**config.mk**
```make
export PLATFORM = sky130hd
export DESIGN_NAME = mbt_walk_ctrl
export DESIGN_NICKNAME = d
export VERILOG_FILES = /design/src/rtl/core/mbt_pkg.sv /design/src/rtl/core/mbt_walk_ctrl.sv
export SDC_FILE = /design/constraint.sdc
export NUM_CORES = 1
export LEC_CHECK = 0
export BUFFER_PORTS_ARGS = -buffer_cell sky130_fd_sc_hd__buf_4
export CORE_MARGIN = 4
export CORE_UTILIZATION = 35
export DETAILED_ROUTE_END_ITERATION = 12
export PLACE_DENSITY_LB_ADDON = 0.1
export RECOVER_POWER = 25
export SETUP_SLACK_MARGIN = 0.15
export SYNTH_ARGS = -nofsm -noshare
export SYNTH_HDL_FRONTEND = slang
export SYNTH_SLANG_ARGS = --single-unit
```
**constraint.sdc**
```tcl
create_clock -name clk -period 6.65 [get_ports clk]
set_clock_uncertainty 0.1 [all_clocks]
set_input_delay 1.33 -clock clk [delete_from_list [all_inputs] [get_ports clk]]
set_output_delay 1.33 -clock clk [all_outputs]
set_load 0.02 [all_outputs]
```
**src/rtl/core/mbt_pkg.sv**
```systemverilog
// ----------------------------------------------------------------------------
// Maze backtracker package
// Sizes, codes, memory word layouts and small helper functions shared by the
// maze generator's controller and top level.
// ----------------------------------------------------------------------------
package mbt_pkg;

  // Grid and stack sizes.
  localparam int MAX_SIZE    = 64;
  localparam int COORD_W     = 6;
  localparam int SIZE_W      = 7;
  localparam int CELL_AW     = 2 * COORD_W;
  localparam int CELL_DEPTH  = MAX_SIZE * MAX_SIZE;
  localparam int CELL_W      = 2;
  localparam int STACK_DEPTH = 1024;
  localparam int STACK_AW    = 10;
  localparam int STACK_W     = 2 * COORD_W;
  localparam int LEVEL_W     = 11;
  localparam int MIN_SIZE    = 5;
  localparam int HOP         = 2;

  // Stream payload widths.
  localparam int S_TDATA_W = 24;
  localparam int S_TUSER_W = 2;
  localparam int M_TDATA_W = 40;
  localparam int M_TUSER_W = 3;

  // Input transaction kinds.
  localparam logic [1:0] MODE_RESTART = 2'd0;
  localparam logic [1:0] MODE_STEP    = 2'd1;
  localparam logic [1:0] MODE_READ    = 2'd2;

  // Neighbor directions, in probe order.
  localparam logic [1:0] DIR_DOWN  = 2'd0;
  localparam logic [1:0] DIR_UP    = 2'd1;
  localparam logic [1:0] DIR_RIGHT = 2'd2;
  localparam logic [1:0] DIR_LEFT  = 2'd3;

  // Cell memory word: bit 1 visited, bit 0 path.
  localparam int         VISITED_BIT = 1;
  localparam int         PATH_BIT    = 0;
  localparam logic [1:0] CELL_WALL   = 2'b00;
  localparam logic [1:0] CELL_PATH   = 2'b01;
  localparam logic [1:0] CELL_CARVED = 2'b11;

  // Result kinds.
  typedef enum logic [2:0] {
    ACT_RESTARTED   = 3'd0,
    ACT_CARVED      = 3'd1,
    ACT_BACKTRACKED = 3'd2,
    ACT_FINISHED    = 3'd3,
    ACT_READ        = 3'd4
  } action_t;

  // Controller states.
  typedef enum logic [3:0] {
    ST_CLEAR,
    ST_SEED,
    ST_IDLE,
    ST_PROBE,
    ST_CHOOSE,
    ST_CARVE_TGT,
    ST_CARVE_MID,
    ST_POP_WAIT,
    ST_READ_WAIT,
    ST_EMIT
  } state_t;

  // Cell memory access from the controller.
  typedef struct packed {
    logic               we;
    logic [CELL_AW-1:0] waddr;
    logic [CELL_W-1:0]  wdata;
    logic [CELL_AW-1:0] raddr;
  } cell_req_t;

  // Stack memory access from the controller.
  typedef struct packed {
    logic                we;
    logic [STACK_AW-1:0] waddr;
    logic [STACK_W-1:0]  wdata;
    logic [STACK_AW-1:0] raddr;
  } stack_req_t;

  // Random value modulo a candidate count of 1 to 4. Since 4 is 1 mod 3,
  // the base-4 digit sum keeps the remainder by 3.
  function automatic logic [1:0] rand_mod(input logic [7:0] v, input logic [2:0] cnt);
    logic [3:0] s;
    logic [3:0] m3;
    logic [1:0] r;
    s = {2'b00, v[1:0]} + {2'b00, v[3:2]} + {2'b00, v[5:4]} + {2'b00, v[7:6]};
    priority if (s >= 4'd12) begin
      m3 = s - 4'd12;
    end else if (s >= 4'd9) begin
      m3 = s - 4'd9;
    end else if (s >= 4'd6) begin
      m3 = s - 4'd6;
    end else if (s >= 4'd3) begin
      m3 = s - 4'd3;
    end else begin
      m3 = s;
    end
    unique case (cnt)
      3'd2:    r = {1'b0, v[0]};
      3'd3:    r = m3[1:0];
      3'd4:    r = v[1:0];
      default: r = 2'd0;
    endcase
    return r;
  endfunction

  // Direction of the n-th set bit of a candidate mask, counting from bit 0.
  function automatic logic [1:0] pick_nth(input logic [3:0] mask, input logic [1:0] n);
    logic [1:0] seen;
    logic [1:0] k;
    logic       found;
    seen  = 2'd0;
    k     = 2'd0;
    found = 1'b0;
    for (int i = 0; i < 4; i++) begin
      if (mask[i] && !found) begin
        if (seen == n) begin
          k     = 2'(i);
          found = 1'b1;
        end else begin
          seen = seen + 2'd1;
        end
      end
    end
    return k;
  endfunction

endpackage

```
**src/rtl/core/mbt_walk_ctrl.sv**
```systemverilog
// ----------------------------------------------------------------------------
// Maze backtracker walk controller
// Sequencer that clears the cell memory, probes the four neighbors two cells
// away, carves or pops the stack, and registers one result per transaction of modes 0 to 2.
// ----------------------------------------------------------------------------
module mbt_walk_ctrl (
  input  logic                          clk,
  input  logic                          rst,
  // Configuration
  input  logic                          cfg_wr_en,
  input  logic [mbt_pkg::SIZE_W-1:0]    cfg_wr_data,
  // Input stream
  input  logic                          s_axis_tvalid,
  output logic                          s_axis_tready,
  input  logic [mbt_pkg::S_TDATA_W-1:0] s_axis_tdata,
  input  logic [mbt_pkg::S_TUSER_W-1:0] s_axis_tuser,
  // Output stream
  output logic                          m_axis_tvalid,
  input  logic                          m_axis_tready,
  output logic [mbt_pkg::M_TDATA_W-1:0] m_axis_tdata,
  output logic [mbt_pkg::M_TUSER_W-1:0] m_axis_tuser,
  // Memories
  output mbt_pkg::cell_req_t            cell_req,
  input  logic [mbt_pkg::CELL_W-1:0]    cell_rdata,
  output mbt_pkg::stack_req_t           stack_req,
  input  logic [mbt_pkg::STACK_W-1:0]   stack_rdata
);

  localparam int CW = mbt_pkg::COORD_W;

  mbt_pkg::state_t  state;
  mbt_pkg::state_t  state_next;
  mbt_pkg::action_t res_action;

  logic [mbt_pkg::SIZE_W-1:0]  grid_size;
  logic [mbt_pkg::SIZE_W-1:0]  eff_size;
  logic [7:0]                  eff_size8;
  logic [mbt_pkg::CELL_AW-1:0] clr_addr;
  logic                        restart_pend;
  logic [CW-1:0]               cur_row;
  logic [CW-1:0]               cur_col;
  logic [mbt_pkg::LEVEL_W-1:0] top;
  logic [7:0]                  rnd;
  logic [2:0]                  probe_cnt;
  logic [1:0]                  probe_dir;
  logic [1:0]                  prev_dir;
  logic [3:0]                  cand;
  logic [CW-1:0]               tgt_row;
  logic [CW-1:0]               tgt_col;
  logic [CW-1:0]               mid_row;
  logic [CW-1:0]               mid_col;
  logic                        res_cell;

  logic [7:0]    t_row [4];
  logic [7:0]    t_col [4];
  logic [3:0]    geo_ok;
  logic [2:0]    cand_cnt;
  logic          can_carve;
  logic [1:0]    pick;
  logic [7:0]    mid_row_sum;
  logic [7:0]    mid_col_sum;
  logic [CW-1:0] centre;
  logic          seed_ok;
  logic          in_accept;
  logic          out_free;
  logic [1:0]    in_mode;
  logic [CW-1:0] out_new_row;
  logic [CW-1:0] out_new_col;
  logic [CW-1:0] out_mid_row;
  logic [CW-1:0] out_mid_col;

  // Effective grid size, clipped to the memory edge.
  assign eff_size  = (grid_size > mbt_pkg::SIZE_W'(mbt_pkg::MAX_SIZE)) ?
                     mbt_pkg::SIZE_W'(mbt_pkg::MAX_SIZE) : grid_size;
  assign eff_size8 = {1'b0, eff_size};
  assign centre    = eff_size[mbt_pkg::SIZE_W-1:1];
  assign seed_ok   = (eff_size >= mbt_pkg::SIZE_W'(mbt_pkg::MIN_SIZE));

  assign s_axis_tready = (state == mbt_pkg::ST_IDLE);
  assign in_accept     = s_axis_tvalid && s_axis_tready;
  assign in_mode       = s_axis_tuser[1:0];
  assign out_free      = !m_axis_tvalid || m_axis_tready;

  // Neighbor coordinates two cells away; values below zero wrap high and
  // fail the range check.
  always_comb begin
    t_row[mbt_pkg::DIR_DOWN]  = {2'b00, cur_row} + 8'(mbt_pkg::HOP);
    t_col[mbt_pkg::DIR_DOWN]  = {2'b00, cur_col};
    t_row[mbt_pkg::DIR_UP]    = {2'b00, cur_row} - 8'(mbt_pkg::HOP);
    t_col[mbt_pkg::DIR_UP]    = {2'b00, cur_col};
    t_row[mbt_pkg::DIR_RIGHT] = {2'b00, cur_row};
    t_col[mbt_pkg::DIR_RIGHT] = {2'b00, cur_col} + 8'(mbt_pkg::HOP);
    t_row[mbt_pkg::DIR_LEFT]  = {2'b00, cur_row};
    t_col[mbt_pkg::DIR_LEFT]  = {2'b00, cur_col} - 8'(mbt_pkg::HOP);
    for (int i = 0; i < 4; i++) begin
      geo_ok[i] = (t_row[i] != 8'd0) && (t_row[i] < eff_size8) &&
                  (t_col[i] != 8'd0) && (t_col[i] < eff_size8);
    end
  end

  // Probe sequencing: a read goes out for one direction per cycle and its
  // visited bit returns in the following cycle.
  assign probe_dir = probe_cnt[1:0];
  assign prev_dir  = probe_cnt[1:0] - 2'd1;

  // Candidate selection.
  assign cand_cnt    = 3'($countones(cand));
  assign can_carve   = (cand_cnt != 3'd0) &&
                       (top < mbt_pkg::LEVEL_W'(mbt_pkg::STACK_DEPTH));
  assign pick        = mbt_pkg::pick_nth(cand, mbt_pkg::rand_mod(rnd, cand_cnt));
  assign mid_row_sum = {2'b00, cur_row} + t_row[pick];
  assign mid_col_sum = {2'b00, cur_col} + t_col[pick];

  // Next state.
  always_comb begin
    state_next = state;
    unique case (state)
      mbt_pkg::ST_CLEAR: begin
        if (clr_addr == '1) begin
          state_next = restart_pend ? mbt_pkg::ST_SEED : mbt_pkg::ST_IDLE;
        end
      end
      mbt_pkg::ST_SEED: state_next = mbt_pkg::ST_EMIT;
      mbt_pkg::ST_IDLE: begin
        if (in_accept) begin
          unique case (in_mode)
            mbt_pkg::MODE_RESTART: state_next = mbt_pkg::ST_CLEAR;
            mbt_pkg::MODE_STEP:    state_next = mbt_pkg::ST_PROBE;
            mbt_pkg::MODE_READ:    state_next = mbt_pkg::ST_READ_WAIT;
            default:               state_next = mbt_pkg::ST_IDLE;
          endcase
        end
      end
      mbt_pkg::ST_PROBE: begin
        if (probe_cnt == 3'd4) begin
          state_next = mbt_pkg::ST_CHOOSE;
        end
      end
      mbt_pkg::ST_CHOOSE: begin
        priority if (can_carve) begin
          state_next = mbt_pkg::ST_CARVE_TGT;
        end else if (top != '0) begin
          state_next = mbt_pkg::ST_POP_WAIT;
        end else begin
          state_next = mbt_pkg::ST_EMIT;
        end
      end
      mbt_pkg::ST_CARVE_TGT: state_next = mbt_pkg::ST_CARVE_MID;
      mbt_pkg::ST_CARVE_MID: state_next = mbt_pkg::ST_EMIT;
      mbt_pkg::ST_POP_WAIT:  state_next = mbt_pkg::ST_EMIT;
      mbt_pkg::ST_READ_WAIT: state_next = mbt_pkg::ST_EMIT;
      mbt_pkg::ST_EMIT: begin
        if (out_free) begin
          state_next = mbt_pkg::ST_IDLE;
        end
      end
      default: state_next = mbt_pkg::ST_CLEAR;
    endcase
  end

  // Memory port control per state.
  always_comb begin
    cell_req  = '0;
    stack_req = '0;
    unique case (state)
      mbt_pkg::ST_CLEAR: begin
        cell_req.we    = 1'b1;
        cell_req.waddr = clr_addr;
        cell_req.wdata = mbt_pkg::CELL_WALL;
      end
      mbt_pkg::ST_SEED: begin
        cell_req.we     = seed_ok;
        cell_req.waddr  = {centre, centre};
        cell_req.wdata  = mbt_pkg::CELL_CARVED;
        stack_req.we    = seed_ok;
        stack_req.waddr = '0;
        stack_req.wdata = {centre, centre};
      end
      mbt_pkg::ST_IDLE: begin
        cell_req.raddr = {s_axis_tdata[13:8], s_axis_tdata[19:14]};
      end
      mbt_pkg::ST_PROBE: begin
        cell_req.raddr = {t_row[probe_dir][CW-1:0], t_col[probe_dir][CW-1:0]};
      end
      mbt_pkg::ST_CHOOSE: begin
        stack_req.raddr = 10'(top - mbt_pkg::LEVEL_W'(1));
      end
      mbt_pkg::ST_CARVE_TGT: begin
        cell_req.we     = 1'b1;
        cell_req.waddr  = {tgt_row, tgt_col};
        cell_req.wdata  = mbt_pkg::CELL_CARVED;
        stack_req.we    = 1'b1;
        stack_req.waddr = top[mbt_pkg::STACK_AW-1:0];
        stack_req.wdata = {tgt_row, tgt_col};
      end
      mbt_pkg::ST_CARVE_MID: begin
        cell_req.we    = 1'b1;
        cell_req.waddr = {mid_row, mid_col};
        cell_req.wdata = mbt_pkg::CELL_PATH;
      end
      default: begin
      end
    endcase
  end

  // Result fields for the output register.
  assign out_new_row = (res_action == mbt_pkg::ACT_READ) ? '0 : cur_row;
  assign out_new_col = (res_action == mbt_pkg::ACT_READ) ? '0 : cur_col;
  assign out_mid_row = (res_action == mbt_pkg::ACT_CARVED) ? mid_row : '0;
  assign out_mid_col = (res_action == mbt_pkg::ACT_CARVED) ? mid_col : '0;

  // Control state, walk state and result registers.
  always_ff @(posedge clk) begin
    if (rst) begin
      state         <= mbt_pkg::ST_CLEAR;
      clr_addr      <= '0;
      restart_pend  <= 1'b0;
      cur_row       <= '0;
      cur_col       <= '0;
      top           <= '0;
      grid_size     <= mbt_pkg::SIZE_W'(mbt_pkg::MAX_SIZE);
      m_axis_tvalid <= 1'b0;
    end else begin
      state <= state_next;

      if (cfg_wr_en) begin
        grid_size <= cfg_wr_data;
      end

      // Output valid rises when a result is loaded and drops once it is taken.
      if ((state == mbt_pkg::ST_EMIT) && out_free) begin
        m_axis_tvalid <= 1'b1;
      end else if (m_axis_tready) begin
        m_axis_tvalid <= 1'b0;
      end

      unique case (state)
        mbt_pkg::ST_CLEAR: begin
          clr_addr <= clr_addr + mbt_pkg::CELL_AW'(1);
        end
        mbt_pkg::ST_SEED: begin
          cur_row    <= seed_ok ? centre : '0;
          cur_col    <= seed_ok ? centre : '0;
          top        <= seed_ok ? mbt_pkg::LEVEL_W'(1) : '0;
          res_action <= mbt_pkg::ACT_RESTARTED;
          res_cell   <= 1'b0;
        end
        mbt_pkg::ST_IDLE: begin
          if (in_accept) begin
            rnd          <= s_axis_tdata[7:0];
            restart_pend <= (in_mode == mbt_pkg::MODE_RESTART);
            probe_cnt    <= '0;
            cand         <= '0;
          end
        end
        mbt_pkg::ST_PROBE: begin
          probe_cnt <= probe_cnt + 3'd1;
          if (probe_cnt != 3'd0) begin
            cand[prev_dir] <= geo_ok[prev_dir] && !cell_rdata[mbt_pkg::VISITED_BIT];
          end
        end
        mbt_pkg::ST_CHOOSE: begin
          tgt_row  <= t_row[pick][CW-1:0];
          tgt_col  <= t_col[pick][CW-1:0];
          mid_row  <= mid_row_sum[CW:1];
          mid_col  <= mid_col_sum[CW:1];
          res_cell <= 1'b0;
          if (!can_carve) begin
            if (top != '0) begin
              top <= top - mbt_pkg::LEVEL_W'(1);
            end else begin
              res_action <= mbt_pkg::ACT_FINISHED;
            end
          end
        end
        mbt_pkg::ST_CARVE_TGT: begin
          cur_row <= tgt_row;
          cur_col <= tgt_col;
          top     <= top + mbt_pkg::LEVEL_W'(1);
        end
        mbt_pkg::ST_CARVE_MID: begin
          res_action <= mbt_pkg::ACT_CARVED;
        end
        mbt_pkg::ST_POP_WAIT: begin
          cur_row    <= stack_rdata[mbt_pkg::STACK_W-1:CW];
          cur_col    <= stack_rdata[CW-1:0];
          res_action <= mbt_pkg::ACT_BACKTRACKED;
        end
        mbt_pkg::ST_READ_WAIT: begin
          res_action <= mbt_pkg::ACT_READ;
          res_cell   <= cell_rdata[mbt_pkg::PATH_BIT];
        end
        mbt_pkg::ST_EMIT: begin
          if (out_free) begin
            m_axis_tuser <= res_action;
            m_axis_tdata <= {4'b0000, top, res_cell, out_mid_col, out_mid_row,
                             out_new_col, out_new_row};
          end
        end
        default: begin
        end
      endcase
    end
  end

endmodule

```
==> summary.txt, run 1 <==
Placed design
  • HPWL Detailed: 19600 um
  • Port Buffers: 148
  • DP Area: roughly 10000 um2
  • RePlAce Congestion: 0.879

GRT
  • GRT overflow: 0
  • GRT Resource Usage Total: 0.193
  • Initial antenna violation count: 0
  • First-pass GRT wire length: around 41000 um
  • Largest net degree at the start of global routing: 53
  • Vias in the first global route: approximately 7000

Floorplan
  • Initial core utilization: 0.356
  • CORE AREA: 24300 um2
  • Die footprint: 27300 um2
  • I/O pins: roughly 160
  • Rows: 57
  • Die height: 165 um
  • Die W: 165 um

Yosys
  • Yosys reg bits: 130
  • Synthesized instance count: 943
  • Post-synthesis async set-or-reset flop share: 0
  • Avg Cell Area, Syn: around 9 um2
  • Netlist Area Pre-Place: 8650 um2
  • Synth Warn #: 0
  • Most used DFF post-synth: edfxtp_1
  • Yosys cell types: 73
  • Leading post-synthesis cells by cell area: edfxtp_1 28%, dfxtp_1 11%, ha_1 8.8%
  • Share of Yosys cell area claimed by the top area cell type: 0.285
  • Yosys top cell by area: edfxtp_1
  • EDFF count, synth: 82
  • Sequential-to-total area share from yosys stat: 0.396

Routing
  • DR vias/cell: approximately 5.2
  • DR pass1 iterations: 5
  • WL/cell: 18.6 um
  • Post-route DRC: 0
  • Post-route ant nets: 0
  • Final WL: 26200 um
  • Vias: 7311
  • Initial drt markers: 548

Final layout
  • Number of diodes: 0
  • Share of cells above drive strength 1: 0.212
  • Layout fillers: 2372
  • Finished layout cell area: 10800 um2
  • Most frequent cells in the layout: 151 x buf_4, 115 x nor2_1, 90 x nand2_1
  • Area taken by multi-input logic gates: 5030 um2
  • FF+latch area: 3420 um2
  • Layout net count: 1194
  • Area Growth Syn to Fin: 24.9%
  • Commonest non-fill, non-tap cell in the layout: buf_4
  • Final Util: 0.444

Outcome
  • Outcome: finished, violations left
  • Failing checks: capacitance limit, slew limit

STA
  • Setup violations, final: 0
  • Worst slew pin tran: 2.66 ns
  • Final hold viol count: 0
  • Final worst-path cycle share: 0.939
  • Slew Viols, Final: 99
  • Max_slew headroom: -0.771
  • Min Tclk post-route: 6.24 ns
  • Final setup TNS: 0 ns
  • RSZ-0062 raised after global routing: yes
  • Fmax: between 0.15 and 0.2 GHz

Clock tree
  • CTS clk-pin slew, worst paths: about 0.060 ns
  • Clock Path Buffers: 2
  • CTS tree: done
  • CTS Sinks: 130
  • Worst-skew pair later-pin latency: 0.41 ns
  • # hold bufs at CTS: 0
  • H-tree Lvls: 4
  • Cts bufs inserted: 17
  • Root Buffer: clkbuf_16

Setup path
  • CP Class: flip-flop to flip-flop
  • Worst R2R Setup Slack: 0.41 ns
  • Worst R2R End: mid_row[5]
  • Worst Setup SP: rnd[5]
  • Critical path launch point type: flip-flop
  • Peak fanout along the critical path: 8
  • Critical path required time: 6.71 ns
  • Worst reg2reg path depth: 27
  • Worst r2r src: rnd[5]
  • Critical Path End: mid_row[5]
  • CP arrival: 6.31 ns
  • Crit end category: flip-flop

Pwr
  • Worst VDD drop: 0.140 mV
  • Cell Pwr Density: 171 nW/um2
  • Lkg Pwr: 4.41 nW

Flow run
  • Max-cap viol count: 3

Min path
  • Hold Crit Class: flip-flop to flip-flop
## what timing repair did
item                       4_1_cts  5_1_grt
buffers inserted                 0        8
setup endpoints to repair        0        6
gates resized for setup          0       29
## cell families after synthesis
kind of cell / share of synthesized area
and+or+nand+nor: 0.208
AOI/OAI and AO/OA: 0.158
DFF: 0.396
buffers and inverters: 0.0436
adders and majority gates: 0.104
xor gates and xnor gates: 0.0567
muxes: 0.0331
other: 0.000434
## per-layer routing
metal	vias up	global-route usage	share of wire
met5	-	0	0
met3	30	0.0343	0.045
met1	3455	0.273	0.48
li1	3654	-	-
met4	0	0.0582	0.019
met2	172	0.300	0.45
## stage by stage
step / hold WS [ns] / std cells / setup slack [ns] / power, mW
floorplan: 0.300 / 946 / 0.396 / 0.909
global placement: 0.319 / 1371 / 0.261 / 0.944
detailed placement: 0.344 / 1371 / 0.252 / 0.945
CTS: 0.358 / 1403 / 0.205 / 1.86
global route: 0.358 / 1411 / 0.112 / 1.91
finish: 0.347 / 1411 / 0.408 / 1.84
## synthesized netlist by cell type (all sizes together), types with 24 or more instances
| library cell | number |
|---|---|
| nand2 | 91 |
| a21oi | 57 |
| mux2i | 26 |
| edfxtp | 82 |
| o21ai | 38 |
| xnor2 | 34 |
| dfxtp | 48 |
| ha | 61 |
| nor2 | 119 |
| inv | 33 |
| nor3 | 24 |
| clkbuf | 51 |
## worst min-delay path by stage
| stage | slack [ns] | start | cells after the start | to |
|---|---|---|---|---|
| 6_report | 0.35 | res_cell | 0 | m_axis_tdata[24] |
| 5_1_grt | 0.36 | res_cell | 0 | m_axis_tdata[24] |
| 4_1_cts | 0.36 | res_cell | 0 | m_axis_tdata[24] |
| 3_5_place_dp | 0.34 | res_cell | 0 | m_axis_tdata[24] |
| 3_3_place_gp | 0.32 | res_cell | 0 | m_axis_tdata[24] |
| 2_1_floorplan | 0.30 | res_cell | 0 | m_axis_tdata[24] |
## critical path, cell delays in order (launching register included)
cell	delay, ns
edfxtp_1	0.34
inv_2	0.05
fa_1	0.53
inv_1	0.05
fa_1	0.48
ha_4	0.19
fa_2	0.62
o21ba_4	0.18
and3_4	0.19
or3_4	0.39
o21a_1	0.22
ha_4	0.27
mux2i_1	0.06
buf_4	0.19
nor2b_1	0.11
o21ai_1	0.07
a21o_1	0.18
a41oi_4	0.36
mux2_4	0.35
nand2_4	0.09
xnor2_4	0.08
ha_4	0.31
inv_1	0.05
nor2_1	0.09
nor2_1	0.06
o21bai_1	0.13
a21oi_1	0.09
xor2_1	0.16
## state kept, by name (all words and copies together), names as in the netlist
register       count
m_axis_tdata      36
clr_addr          12
top               11
rnd                8
grid_size          7
cur_col            6
cur_row            6
mid_col            6
mid_row            6
tgt_col            6
tgt_row            6
cand               4
state              4
m_axis_tuser       3
probe_cnt          3
res_action         3
m_axis_tvalid      1
res_cell           1
restart_pend       1
## final cells by class
type	instances	share of cell area
inverter	33	0.0115
sequential	130	0.317
clock inverter	10	0.00904
tap	324	0.0375
multi-input combinational	722	0.465
timing repair buffer	170	0.116
clock buffer	22	0.0440
## report_power, final
group | internal (mW) | switching, mW | leakage (nW)
sequential | 0.853 | 0.00739 | 1.14
clock | 0.550 | 0.365 | 0.281
combinational | 0.0328 | 0.0344 | 2.99
Power figures use the tool's default switching activity.
==> run 2, diff against run 1 <==
GPL_TIMING_DRIVEN = 0   (was default)
==> run 2 against run 1 <==
The run still ends with capacitance limit, slew limit left; setup slack got worse by 0.11 ns; die area unchanged; sequential power is essentially flat; power increased by 4.4%; wire length grew 8.3%; clock-buffer cell count is 5 lower; first-iteration DRC count grew 8.2%; global-route usage grew 1.5 points; hold slack worse by 0.020 ns.
==> summary.txt, run 2 (synthesized netlist as in run 1, its figures left out) <==
Setup path
  • Critical path launch point type: flip-flop
  • Peak fanout along the critical path: 6
  • CP arrival: between 6 and 7 ns
  • CP Class: flip-flop to flip-flop
  • Crit end category: flip-flop
  • Critical path required time: 6.79 ns

Placed design
  • DP Area: between 10000 and 15000 um2
  • HPWL Detailed: between 20000 and 25000 um
  • # placed instances: 1418
  • RePlAce Congestion: 0.898
  • Port Buffers: about 150
  • Dpl ws: -0.459 ns

Pwr
  • Worst VDD drop: 0.172 mV
  • Switching Power: 0.413 mW
  • Seq pwr share: 0.446
  • Cell Pwr Density: 174 nW/um2
  • Clk pwr share: 0.516
  • Total power: 1.92 mW
  • P_int: 1.51 mW
  • Sw Ratio: 0.215
  • Lkg Pwr: roughly 4.5 nW
  • Comb power frac: 0.039

STA
  • Slew Viols, Final: 10
  • Final hold viol count: 0
  • Setup violations, final: 0
  • Final worst slack: 0.300 ns
  • Max_slew headroom: -0.237
  • Fmax: 0.157 GHz
  • Final setup TNS: 0 ns
  • Min Tclk post-route: 6.35 ns
  • Final worst-path cycle share: 0.955
  • Worst slew pin tran: about 1.8 ns
  • RSZ-0062 raised after global routing: no

Final layout
  • Finished layout cell area: 11100 um2
  • Layout net count: approximately 1200
  • Top flop regs: m_axis_tdata (36), clr_addr (12), top (11)
  • Max reg flops: 36
  • Most flops, register: m_axis_tdata
  • Area Growth Syn to Fin: 28.1%
  • Commonest non-fill, non-tap cell in the layout: buf_4
  • Share of cells above drive strength 1: 0.205
  • Number of diodes: 0
  • Most frequent cells in the layout: 146 x buf_4, 115 x nor2_1, 90 x nand2_1
  • Final Non-Filler Cells: about 1500

GRT
  • Met3 usage: 0.0328
  • GRT overflow: 0
  • First-pass GRT wire length: 43300 um
  • Initial antenna violation count: 0
  • GRT Resource Usage Total: 0.207
  • Met1 usage: 0.292
  • Largest net degree at the start of global routing: 28
  • GR Util met2: 0.329
  • Gr busiest metal: met2
  • Vias in the first global route: around 7300

Clock tree
  • Root Buffer: clkbuf_16
  • CTS tree: done
  • H-tree Lvls: 4
  • Clock Path Buffers: 2
  • # hold bufs at CTS: 0
  • CTS Sinks: between 100 and 150
  • CTS clk-pin slew, worst paths: roughly 0.060 ns
  • Cts bufs inserted: 17
  • Worst-skew pair later-pin latency: about 0.42 ns

Floorplan
  • CORE AREA: 24300 um2
  • I/O pins: 157
  • Die footprint: 27300 um2
  • Rows: 57
  • Die W: 165 um
  • Initial core utilization: 0.356
  • Die height: 165 um

Routing
  • DR pass1 iterations: 5
  • Post-route DRC: 0
  • Post-route ant nets: 0
  • Final WL: 28400 um
  • Vias: 7708
  • DR vias/cell: around 5.3
  • WL/cell: roughly 19 um
  • Initial drt markers: 593

Outcome
  • Outcome: finished, violations left
  • Failing checks: capacitance limit, slew limit

Flow run
  • Max-cap viol count: 1

Min path
  • Hold Crit Class: flip-flop to flip-flop
## run 2: cell count changes in the layout (fill, tap and decap cells not counted), moves of 2 or more
cell,change
clkinvlp_4,+2
bufinv_16,+3
buf_6,+2
inv_6,-2
buf_4,-5
clkinv_1,+2
buf_1,+3
clkbuf_1,+49
## run 2: power by group through the flow
stage	sequential [mW]	clock (mW)	combinational, mW
floorplan	0.873	0	0.0362
global placement	0.875	0	0.0737
detailed placement	0.875	0	0.0743
CTS	0.858	1.00	0.0746
global route	0.858	1.04	0.0817
finish	0.858	0.992	0.0742
## run 2: layout make-up
type | count | area (um2)
Timing Repair Buffer | 163 | 1220
Tap cell | 324 | 405
Clock buffer | 17 | 425
Buffer | 61 | 259
Multi-Input combinational cell | 722 | 5030
Inverter | 33 | 124
Clock inverter | 15 | 191
Sequential cell | 130 | 3420
Fill cell | 2386 | 13200
## run 2: repair_timing
action / 4_1_cts / 5_1_grt
resized for setup: 8 / 30
setup buffers: 5 / 10
endpoints found under the setup margin: 12 / 8
pin swaps: 2 / 25
hold endpoints to repair: 0 / 0
## run 2: metrics by stage
step	utilization	hold WS [ns]
detailed placement	0.420	0.312
CTS	0.448	0.327
global placement	0.418	0.308
global route	0.456	0.335
floorplan	-	0.300
finish	0.456	0.327
## run 2: worst paths after layout
check / startpoint / endpoint / slack (ns) / cells after the start
worst max-delay path: rnd[5] / mid_row[5] / 0.30 / 26
worst max register to register: rnd[5] / mid_row[5] / 0.30 / 26
worst min register to register: top[7] / m_axis_tdata[32] / 0.33 / 0
worst min-delay path: top[7] / m_axis_tdata[32] / 0.33 / 0
## run 2: critical path, stage by stage, from the launching register on
cell and delay, ns:
edfxtp_1 0.32, inv_1 0.05, fa_1 0.53, inv_1 0.05
fa_1 0.48, ha_4 0.18, fa_2 0.59, o21ba_4 0.19
and3_4 0.19, or3_4 0.39, o21a_1 0.22, ha_4 0.23
mux2i_4 0.28, a21oi_1 0.11, mux2i_1 0.19, a31oi_2 0.14
a41oi_4 0.30, mux2_4 0.33, nand2_2 0.11, xnor2_4 0.15
ha_4 0.24, inv_1 0.07, nor2_1 0.05, nor2_1 0.16
o21bai_1 0.10, a21oi_2 0.14, xor2_1 0.23
## run 2: layer usage
| metal | routed length (um) | vias to the layer above |
|---|---|---|
| li1 | - | 3755 |
| met1 | 13200 | 3693 |
| met2 | 13100 | 228 |
| met3 | 1550 | 32 |
| met4 | 531 | 0 |
| met5 | 0 | - |
==> run 3, diff against run 2 <==
TNS_END_PERCENT = 30   (was default)
clock period = 7.4 ns   (was 6.65 ns; I/O delays follow)
==> run 3 against run 2 <==
The flow now finishes without violations; wire length decreased by 1.4%; final area decreased by 2.4%; critical endpoint unchanged; die area unchanged; non-clock buffer count decreased by 13; critical path depth decreased by 1; global-route usage decreased by 0.10 points; largest cell class unchanged; cell count decreased by 0.89%; hold slack about the same; first-iteration DRC count increased by 2.4%.
==> summary.txt, run 3 (synthesized netlist as in run 1, its figures left out) <==
Floorplan
  • CORE AREA: roughly 24000 um2
  • Die height: 165 um
  • Die W: ~170 um
  • Rows: 57
  • I/O pins: around 160
  • Initial core utilization: 0.356
  • Die footprint: 27300 um2

Final layout
  • Most frequent cells in the layout: 135 x buf_4, 117 x nor2_1, 91 x nand2_1
  • Share of cells above drive strength 1: 0.175
  • Final Util: 0.445
  • Max reg flops: 36
  • Top flop regs: m_axis_tdata (36), clr_addr (12), top (11)
  • Final Non-Filler Cells: 1452
  • Area Growth Syn to Fin: 25.1%
  • Commonest non-fill, non-tap cell in the layout: buf_4
  • Number of diodes: 0
  • Layout net count: 1235
  • Most flops, register: m_axis_tdata

Routing
  • DR pass1 iterations: 7
  • Initial drt markers: around 610
  • Post-route DRC: 0
  • DR vias/cell: between 5 and 6
  • Post-route ant nets: 0
  • Vias: about 7700
  • Final WL: 28000 um
  • WL/cell: ~19 um

Pwr
  • Lkg Pwr: 4.39 nW
  • Cell Pwr Density: about 160 nW/um2
  • Worst VDD drop: between 0.15 and 0.2 mV
  • Total power: 1.73 mW

Setup path
  • Critical path required time: 7.54 ns
  • CP Class: flip-flop to flip-flop
  • Peak fanout along the critical path: 10
  • Delay-heaviest family, CP: adder cells
  • Crit end category: flip-flop
  • Critical path launch point type: flip-flop
  • Slowest-stage cell, CP: fa_1
  • Worst R2R Setup Slack: ~0.59 ns
  • CP bufs+invs: 3
  • CP arrival: 6.94 ns
  • CP most frequent cell: fa_1
  • CP peak stage delay: 0.62 ns

Clock tree
  • Clock Path Buffers: 2
  • CTS clk-pin slew, worst paths: 0.06 ns
  • H-tree Lvls: 4
  • CTS Sinks: 130
  • CTS tree: done
  • Cts bufs inserted: 17
  • Worst-skew pair later-pin latency: 0.42 ns
  • Root Buffer: clkbuf_16

STA
  • RSZ-0062 raised after global routing: no
  • Worst slew pin tran: 1.05 ns
  • Min Tclk post-route: 6.81 ns
  • Setup violations, final: 0
  • Final setup TNS: 0 ns
  • Fmax: ~0.15 GHz
  • Final worst slack: 0.595 ns
  • Max_slew headroom: 0.292
  • Final worst-path cycle share: 0.920
  • Final hold viol count: 0
  • Slew Viols, Final: 0

GRT
  • Initial antenna violation count: 0
  • GRT Resource Usage Total: 0.206
  • Vias in the first global route: approximately 7300
  • Largest net degree at the start of global routing: 28
  • First-pass GRT wire length: roughly 43000 um
  • GRT overflow: 0

Min path
  • Hold Crit Class: flip-flop to flip-flop

Placed design
  • RePlAce Congestion: 0.898
  • Dpl ws: around 0.29 ns
  • HPWL Detailed: 21600 um
  • # placed instances: around 1400
  • Port Buffers: 146

Outcome
  • Outcome: finished clean

Flow run
  • Max-cap viol count: 0
run 3: changes by cell type in the layout (fill, tap and decap cells not counted), moves of 3 or more:
| cell | previous run | this run |
|---|---|---|
| ha_1 | 58 | 61 |
| buf_6 | 4 | 1 |
| xnor2_1 | 31 | 34 |
| ha_4 | 3 | 0 |
| buf_4 | 146 | 135 |
run 3: metrics by stage:
step                      hold WS, ns  cell area (um2)
after floorplan                 0.300             8660
after global placement          0.308            10200
after detailed placement        0.312            10200
after CTS                       0.327            10800
after global routing            0.335            10800
final                           0.327            10800
run 3: final cells by class:
class                           instances  area (um2)
Fill cell                            2413       13500
Multi-Input combinational cell        722        4880
Sequential cell                       130        3420
Timing Repair Buffer                  150        1110
Clock buffer                           17         425
Tap cell                              324         405
Buffer                                 61         255
Clock inverter                         15         191
Inverter                               33         124
run 3: routing by layer:
metal  share of wire  track usage
met1            0.47        0.292
met2            0.45        0.326
met3           0.059       0.0330
met4           0.021       0.0612
met5               0            0
run 3: what timing repair did:
action	4_1_cts	5_1_grt
setup endpoints to repair	0	7
resized for setup	0	3
hold buffers	0	0
setup buffers	0	2
run 3: worst register-to-register path, cell delays in order (launching register included):
cell and delay (ns):
edfxtp_1 0.36, inv_1 0.07, fa_1 0.54, inv_1 0.06
fa_1 0.46, ha_1 0.22, fa_1 0.62, nor3b_2 0.28
a211oi_2 0.11, or3_1 0.46, o21a_1 0.21, ha_1 0.34
mux2i_4 0.27, o31ai_1 0.18, a21oi_1 0.17, nor3_1 0.08
a31oi_2 0.31, clkbuf_4 0.30, xnor2_1 0.18, fa_1 0.45
a21oi_1 0.16, nor2_1 0.05, nor2_1 0.15, o21bai_1 0.09
a21oi_1 0.18, xor2_1 0.24
run 3: path summary, 6_finish.rpt:
kind	start	end	cells after the start
hold / removal	top[7]	m_axis_tdata[32]	0
setup reg to reg	rnd[1]	mid_row[5]	25
hold reg to reg	top[7]	m_axis_tdata[32]	0
setup / recovery	rnd[1]	mid_row[5]	25
run 3: power breakdown:
group	internal [mW]	leakage (nW)	switching (mW)	total, mW
combinational	0.0314	2.96	0.0353	0.0667
clock	0.560	0.294	0.330	0.890
sequential	0.766	1.14	0.00483	0.771
total	1.36	4.39	0.370	1.73
